===== config.mk =====
export PLATFORM = sky130hd
export DESIGN_NAME = k_group_reverser
export DESIGN_NICKNAME = d
export VERILOG_FILES = /design/src/kgr_pkg.sv /design/src/kgr_buf.sv /design/src/k_group_reverser.sv
export SDC_FILE = /design/constraint.sdc
export NUM_CORES = 1
export LEC_CHECK = 0
export BUFFER_PORTS_ARGS = -buffer_cell sky130_fd_sc_hd__buf_4
export CAP_MARGIN = 5
export CORE_MARGIN = 2
export CORE_UTILIZATION = 50
export CTS_BUF_LIST = sky130_fd_sc_hd__clkbuf_8
export DETAILED_ROUTE_END_ITERATION = 8
export PLACE_DENSITY = 0.67
export SLEW_MARGIN = 10
export SYNTH_ARGS = -nofsm -noshare
export SYNTH_HDL_FRONTEND = slang
export SYNTH_HIERARCHICAL = 1
export SYNTH_SLANG_ARGS = --single-unit
export TNS_END_PERCENT = 30

===== constraint.sdc =====
create_clock -name clk -period 4.4 [get_ports clk]
set_clock_uncertainty 0.05 [all_clocks]
set_input_delay 0.66 -clock clk [delete_from_list [all_inputs] [get_ports clk]]
set_output_delay 0.66 -clock clk [all_outputs]
set_load 0.02 [all_outputs]

===== src/kgr_pkg.sv =====
// Shared types and constants for the k-group reverser.
// No dependencies.
package kgr_pkg;

  localparam int VALUE_W = 32;
  localparam int GSIZE_W = 5;

  typedef logic signed [VALUE_W-1:0] value_t;
  typedef logic [GSIZE_W-1:0]        gsize_t;

  localparam gsize_t GSIZE_RESET = 5'd2;

endpackage


===== src/kgr_buf.sv =====
// Group buffer: one write port, one registered read port with enable.
// Depends on kgr_pkg.
module kgr_buf
  import kgr_pkg::*;
#(
  parameter int DEPTH = 16,
  parameter int AW    = 4
) (
  input  logic          clk,
  input  logic          wr_en,
  input  logic [AW-1:0] wr_addr,
  input  value_t        wr_data,
  input  logic          rd_en,
  input  logic [AW-1:0] rd_addr,
  output value_t        rd_data
);

  value_t mem [DEPTH];
  value_t rd_data_r;

  always_ff @(posedge clk) begin
    if (wr_en) begin
      mem[wr_addr] <= wr_data;
    end
  end

  // read register doubles as the output word holder; holds while stalled
  always_ff @(posedge clk) begin
    if (rd_en) begin
      rd_data_r <= mem[rd_addr];
    end
  end

  assign rd_data = rd_data_r;

endmodule


===== src/k_group_reverser.sv =====
// k_group_reverser top level: buffers words into groups and replays them.
// Depends on kgr_pkg and kgr_buf.
//
//  channel | ports                                      | direction
//  --------+--------------------------------------------+----------
//  in      | in_valid, in_ready, in_value, in_seq_end   | input
//  out     | out_valid, out_ready, out_value,           | output
//          | out_run_last, out_seq_end                  |
//  cfg     | cfg_wr_en, cfg_wr_data (group size)        | input
//
// While a group fills, one input word is taken per cycle. When a
// group completes (or the sequence ends) the block drains n words from the
// buffer memory, one read per cycle unless the output stalls, through its
// single read port, and takes no input until the drain is done. Reset
// clears the fill count, the sequencer and the output valid and sets the
// group size to GSIZE_RESET; buffer contents are left as they are. An output
// stall holds the read register and pauses the drain.
module k_group_reverser
  import kgr_pkg::*;
#(
  parameter int MAX_GROUP = 16
) (
  input  logic         clk,
  input  logic         rst_n,
  // input channel
  input  logic         in_valid,
  output logic         in_ready,
  input  value_t       in_value,
  input  logic         in_seq_end,
  // result channel
  output logic         out_valid,
  input  logic         out_ready,
  output value_t       out_value,
  output logic         out_run_last,
  output logic         out_seq_end,
  // configuration
  input  logic         cfg_wr_en,
  input  gsize_t       cfg_wr_data
);

  localparam int AW = (MAX_GROUP > 1) ? $clog2(MAX_GROUP) : 1;
  localparam int CW = $clog2(MAX_GROUP + 1);       // holds 0..MAX_GROUP
  localparam int KW = (CW > GSIZE_W) ? CW : GSIZE_W;

  localparam logic ST_IDLE  = 1'b0;
  localparam logic ST_DRAIN = 1'b1;

  logic          state_r, state_nxt;
  gsize_t        gsize_r;
  logic [CW-1:0] fill_r, fill_nxt;
  logic [CW-1:0] rem_r, rem_nxt;      // words still to read in this drain
  logic [AW-1:0] addr_r, addr_nxt;
  logic          dir_r, dir_nxt;      // 1: reversed, walk down
  logic          seq_r, seq_nxt;      // drain was caused by a sequence end
  logic          out_valid_r, out_valid_nxt;
  logic          last_r, last_nxt;
  logic          oseq_r, oseq_nxt;

  logic          in_acc;
  logic          rd_en;
  logic [KW-1:0] k_eff;
  logic [KW-1:0] n_ext;
  logic [CW-1:0] n_cnt;
  logic          full_grp;

  // effective group size: zero counts as one, large values saturate
  always_comb begin
    if (gsize_r == '0) begin
      k_eff = KW'(1);
    end else if (KW'(gsize_r) > KW'(MAX_GROUP)) begin
      k_eff = KW'(MAX_GROUP);
    end else begin
      k_eff = KW'(gsize_r);
    end
  end

  assign in_ready = (state_r == ST_IDLE);
  assign in_acc   = in_valid && in_ready;
  assign n_cnt    = fill_r + CW'(1);     // fill after this word is stored
  assign n_ext    = KW'(n_cnt);
  assign full_grp = (n_ext >= k_eff);

  // issue a read when the output register is free or emptying this cycle
  assign rd_en = (state_r == ST_DRAIN) && (!out_valid_r || out_ready);

  always_comb begin
    state_nxt     = state_r;
    fill_nxt      = fill_r;
    rem_nxt       = rem_r;
    addr_nxt      = addr_r;
    dir_nxt       = dir_r;
    seq_nxt       = seq_r;
    out_valid_nxt = out_valid_r;
    last_nxt      = last_r;
    oseq_nxt      = oseq_r;

    if (out_ready) begin
      out_valid_nxt = 1'b0;
    end

    unique case (state_r)
      ST_IDLE: begin
        if (in_acc) begin
          if (full_grp || in_seq_end) begin
            state_nxt = ST_DRAIN;
            fill_nxt  = '0;
            rem_nxt   = n_cnt;
            dir_nxt   = full_grp;
            // reversed starts at the newest word, at index fill_r
            addr_nxt  = full_grp ? fill_r[AW-1:0] : '0;
            seq_nxt   = in_seq_end;
          end else begin
            fill_nxt = n_cnt;
          end
        end
      end
      ST_DRAIN: begin
        if (rd_en) begin
          out_valid_nxt = 1'b1;
          last_nxt      = (rem_r == CW'(1));
          oseq_nxt      = seq_r && (rem_r == CW'(1));
          rem_nxt       = rem_r - CW'(1);
          addr_nxt      = dir_r ? (addr_r - AW'(1)) : (addr_r + AW'(1));
          if (rem_r == CW'(1)) begin
            state_nxt = ST_IDLE;
          end
        end
      end
      default: state_nxt = ST_IDLE;
    endcase
  end

  always_ff @(posedge clk) begin
    if (!rst_n) begin
      state_r     <= ST_IDLE;
      gsize_r     <= GSIZE_RESET;
      fill_r      <= '0;
      rem_r       <= '0;
      out_valid_r <= 1'b0;
    end else begin
      state_r     <= state_nxt;
      fill_r      <= fill_nxt;
      rem_r       <= rem_nxt;
      out_valid_r <= out_valid_nxt;
      if (cfg_wr_en) begin
        gsize_r <= cfg_wr_data;
      end
    end
  end

  // payload side, no reset needed
  always_ff @(posedge clk) begin
    addr_r <= addr_nxt;
    dir_r  <= dir_nxt;
    seq_r  <= seq_nxt;
    last_r <= last_nxt;
    oseq_r <= oseq_nxt;
  end

  kgr_buf #(
    .DEPTH (MAX_GROUP),
    .AW    (AW)
  ) u_buf (
    .clk     (clk),
    .wr_en   (in_acc),
    .wr_addr (fill_r[AW-1:0]),
    .wr_data (in_value),
    .rd_en   (rd_en),
    .rd_addr (addr_r),
    .rd_data (out_value)
  );

  assign out_valid    = out_valid_r;
  assign out_run_last = last_r;
  assign out_seq_end  = oseq_r;

  // fill count never reaches the buffer depth
  a_fill_bound: assert property (@(posedge clk) disable iff (!rst_n)
    fill_r < CW'(MAX_GROUP))
    else $error("fill count reached buffer depth");

  // a drain always has at least one word left to read
  a_drain_rem: assert property (@(posedge clk) disable iff (!rst_n)
    state_r == ST_DRAIN |-> rem_r != '0)
    else $error("drain with nothing left");

  // sequence end only flags the final word of a group
  a_seq_last: assert property (@(posedge clk) disable iff (!rst_n)
    out_valid && out_seq_end |-> out_run_last)
    else $error("sequence end without run last");

  // a completed group or a sequence end starts a drain on the next cycle
  a_flush: assert property (@(posedge clk) disable iff (!rst_n)
    in_acc && (full_grp || in_seq_end) |=> state_r == ST_DRAIN && fill_r == '0)
    else $error("group completion did not start drain");

endmodule

==> flow_metrics.py <==
metrics = {
    "critical_path": {
        "timing.critical_path.fanout_max": 27,
        "critical_path.startpoint": "state_r",
        "critPathTopFamily": "simple AND/OR/NAND/NOR gates",
        "timing.critical_path.slowest_stage_cell": "nor2_4",
        "critical_path_buf_inv_count": 2,
        "r2r.worst_path.cells": 5,
        "reg2reg_setup_slack_ns": 1.19,
        "path_class": "reg -> reg",
        "crit_path_end_kind": "flop",
        "regToRegStartpoint": "state_r",
        "path_depth": 5,
        "worst-endpoint-arrival_ns": 3.50,
        "cp_data_required_time_ns": 4.69,
        "cp-start-kind": "flop",
        "critical_path.max_stage_delay_ns": 0.74,
        "regToRegEndpoint": "u_buf/mem[3][15]",
        "path_cells": "nand2b_1 > inv_1 > or3b_2 > nor2_4 > buf_4",
    },
    "clocking": {
        "worst_setup_hold_path_clk_slew_ns": 0.06,
        "tritoncts_clock_tree": "yes",
        "cts-root-to-sink-buffers": 3,
        "resize_count_post_cts": 0,
        "clkLatencyLatePin_ns": 0.65,
        "post_cts.repair.setup_buffers": 0,
        "h-tree-depth": 3,
        "cts_num_sinks": 569,
        "holdBufCountCts": 0,
        "cts_made_buffers": 88,
        "root_cell_of_the_clock_tree": "clkbuf_8",
    },
    "sta": {
        "finalHoldWorstSlack_ns": 0.1838,
        "timing_hold_violations_final": 0,
        "tns_ns": 0,
        "max_freq_mhz": 311.1,
        "fin_ws_ns": 1.185,
        "post-route-period-util": 0.7306,
        "setup_viol_count_final": 0,
        "tightestPinTransition_ns": 1.215,
        "timing_max_transition_violations_final": 0,
        "grt_setup_unrepaired": "false",
        "post-route-min-period_ns": 3.215,
        "relSlewSlack": 0.1903,
    },
    "logic_synthesis": {
        "synth.yosys.warnings": 6,
        "synth-xor-area-share": 0.002432,
        "synthMuxAreaShare": 0.1357,
        "synth_simple_gate_area_frac": 0.02281,
        "synth_cells": 993,
        "async_set_reset_flop_share_out_of_synthesis": 0,
        "yosys_most_used_dff": "edfxtp_1",
        "synth_edf_count": 552,
        "netlist-cell-type-count": 46,
        "synthesis.area_per_instance_um2": 21.76,
        "synth_area_um2": 21610,
        "yosys_register_bits": 569,
        "yosysSeqAreaShare": 0.7828,
        "synth_compound_area_frac": 0.03474,
        "synth_top_family_by_area": "multiplexers",
        "post_synthesis_share_of_cell_area_spent_on_full_adders_half_adders_and_majority_gates": 0.006716,
        "mappedNetlistNets": 1047,
    },
    "drt": {
        "vias_per_cell": 5.793,
        "drtPass1Iterations": 5,
        "post_drt_wl_per_cell_um": 24.22,
        "wirelength_um": 43260,
        "dr_total_vias": 10350,
        "detail_route.iter0.violations": 925,
        "drcViolationCount": 0,
        "ant_nets": 0,
    },
    "global_route": {
        "pin_count_of_the_biggest_net_entering_global_routing": 75,
        "vias_in_the_first_global_route": 10860,
        "initial_antenna_violation_count": 0,
        "global_route.usage.total": 0.2007,
        "overall_overflow_remaining_after_global_route": 0,
        "grt_pass1_wl_um": 65630,
    },
    "layout": {
        "final_cell_area_um2": 24570,
        "layout.core_utilization": 0.5730,
        "syn_to_final_growth_pct": 13.72,
        "final.fill_count": 3153,
        "diodes": 0,
        "post_route_cells_drive_above_1_share": 0.3031,
        "nets": 1196,
        "layoutNonFillerInstCount": 1786,
    },
    "run": {
        "drv_cap": 0,
    },
    "run_status": {
        "status": "finished, final reports clean",
    },
    "placement": {
        "hpwl_after_detailed_placement_um": 24750,
        "globalplace.congestion": 0.7992,
        "placement.cell_area_um2": 23090,
        "pre_cts_ws_ns": 1.144,
        "numPortBuffers": 78,
        "dp.cells": 1637,
    },
    "floorplan": {
        "core_area_um2": 42890,
        "boundaryPins": 79,
        "die_height_um": 211.9,
        "floorplan.die.width_um": 211.9,
        "core.rowCount": 76,
        "die_area_um2": 44900,
        "starting_utilization_of_the_core_area": 0.5039,
    },
    "hold_path": {
        "min-delay-start": "in_seq_end",
        "hp-class": "in -> reg",
        "min_to": "seq_r",
        "min_path_cells": 1,
    },
    "power": {
        "p_sw_frac": 0.2520,
        "pwr-share-clk": 0.323,
        "sw_pwr_mw": 2.956,
        "total_power_mw": 11.73,
        "sequentialPowerShare": 0.529,
        "internal_power_of_the_cells_mw": 8.777,
        "max-vdd-ir-drop_mv": 0.2582,
        "power_leakage_nw": 8.001,
        "comb_power_share": 0.148,
        "power.density_cell_area_nw_per_um2": 477.5,
    },
}
logic make-up after synthesis:
| logic type | count (synthesis) |
|---|---|
| xor gates and xnor gates | 6 |
| buffers and inverters | 64 |
| and+or+nand+nor | 111 |
| adders and majority gates | 11 |
| muxes | 133 |
| AOI/OAI and AO/OA | 99 |
| DFF | 569 |
metal layers:
| layer | up-vias | global-route usage | part of all wire |
|---|---|---|---|
| li1 | 4460 | - | - |
| met1 | 5513 | 0.2890 | 0.44 |
| met2 | 319 | 0.3117 | 0.48 |
| met3 | 55 | 0.03694 | 0.056 |
| met4 | 0 | 0.07212 | 0.021 |
| met5 | - | 0 | 0 |
final cells by class:
type                       instances  area (um2)  share of cell area
clock buffer                      90        1239             0.05040
clock inverter                    59       241.5            0.009826
timing repair buffer             107       878.3             0.03574
tap                              585       732.0             0.02978
sequential                       569       16920              0.6884
inverter                          16       60.06            0.002444
multi-input combinational        360        4508              0.1834
how the worst max path moves through the flow:
stage | slack [ns] | end
floorplan | 0.15 | u_buf/mem[0][0]
global placement | 1.16 | u_buf/mem[3][13]
detailed placement | 1.14 | u_buf/mem[3][13]
CTS | 1.21 | u_buf/mem[3][15]
global route | 1.00 | u_buf/mem[3][15]
finish | 1.19 | u_buf/mem[3][15]
cell usage in the layout, fill, tap and decap left out, types with 3 or more instances in the layout:
cell	n
edfxtp_1	552
mux4_2	128
buf_4	101
clkbuf_8	90
a22oi_1	64
nand2_1	48
inv_1	37
clkinv_1	27
dfxtp_1	17
nor2_4	13
nand3_1	12
nor2_1	12
o21ai_0	10
ha_1	10
clkinv_2	6
buf_12	6
nand2b_1	5
a21oi_1	5
mux2i_1	5
xor2_1	4
nor3_2	4
a21o_1	3
nor3_1	3
o211ai_1	3
power by group through the flow:
stage          combinational [mW]  clock (mW)  sequential, mW
4_1_cts                      1.76        3.91            6.21
6_report                     1.74        3.79            6.21
3_3_place_gp                 1.74           0            6.32
5_1_grt                      1.87        4.14            6.22
3_5_place_dp                 1.75           0            6.32
2_1_floorplan                1.11           0            6.36
synthesized netlist by cell type, drive strengths merged (7+ instances only):
cell type,number,share of area
a22oi,64,0.022
buf,29,0.0087
clkbuf,19,0.0033
dfxtp,17,0.016
edfxtp,552,0.77
ha,10,0.0058
inv,15,0.0026
mux4,128,0.13
nand2,48,0.0083
nand3,12,0.0028
nor2,25,0.0043
nor3,7,0.0016
o21ai,11,0.0027
flip-flops by register name, indices dropped and copies added, names as in the netlist:
register,flops
u_buf/rd_data,32
seq_r,1
state_r,1
u_buf/mem,512
dir_r,1
out_valid,1
rem_r,5
fill_r,5
out_seq_end,1
out_run_last,1
gsize_r,5
addr_r,4
Note: power is estimated with default switching activity, not from simulation.
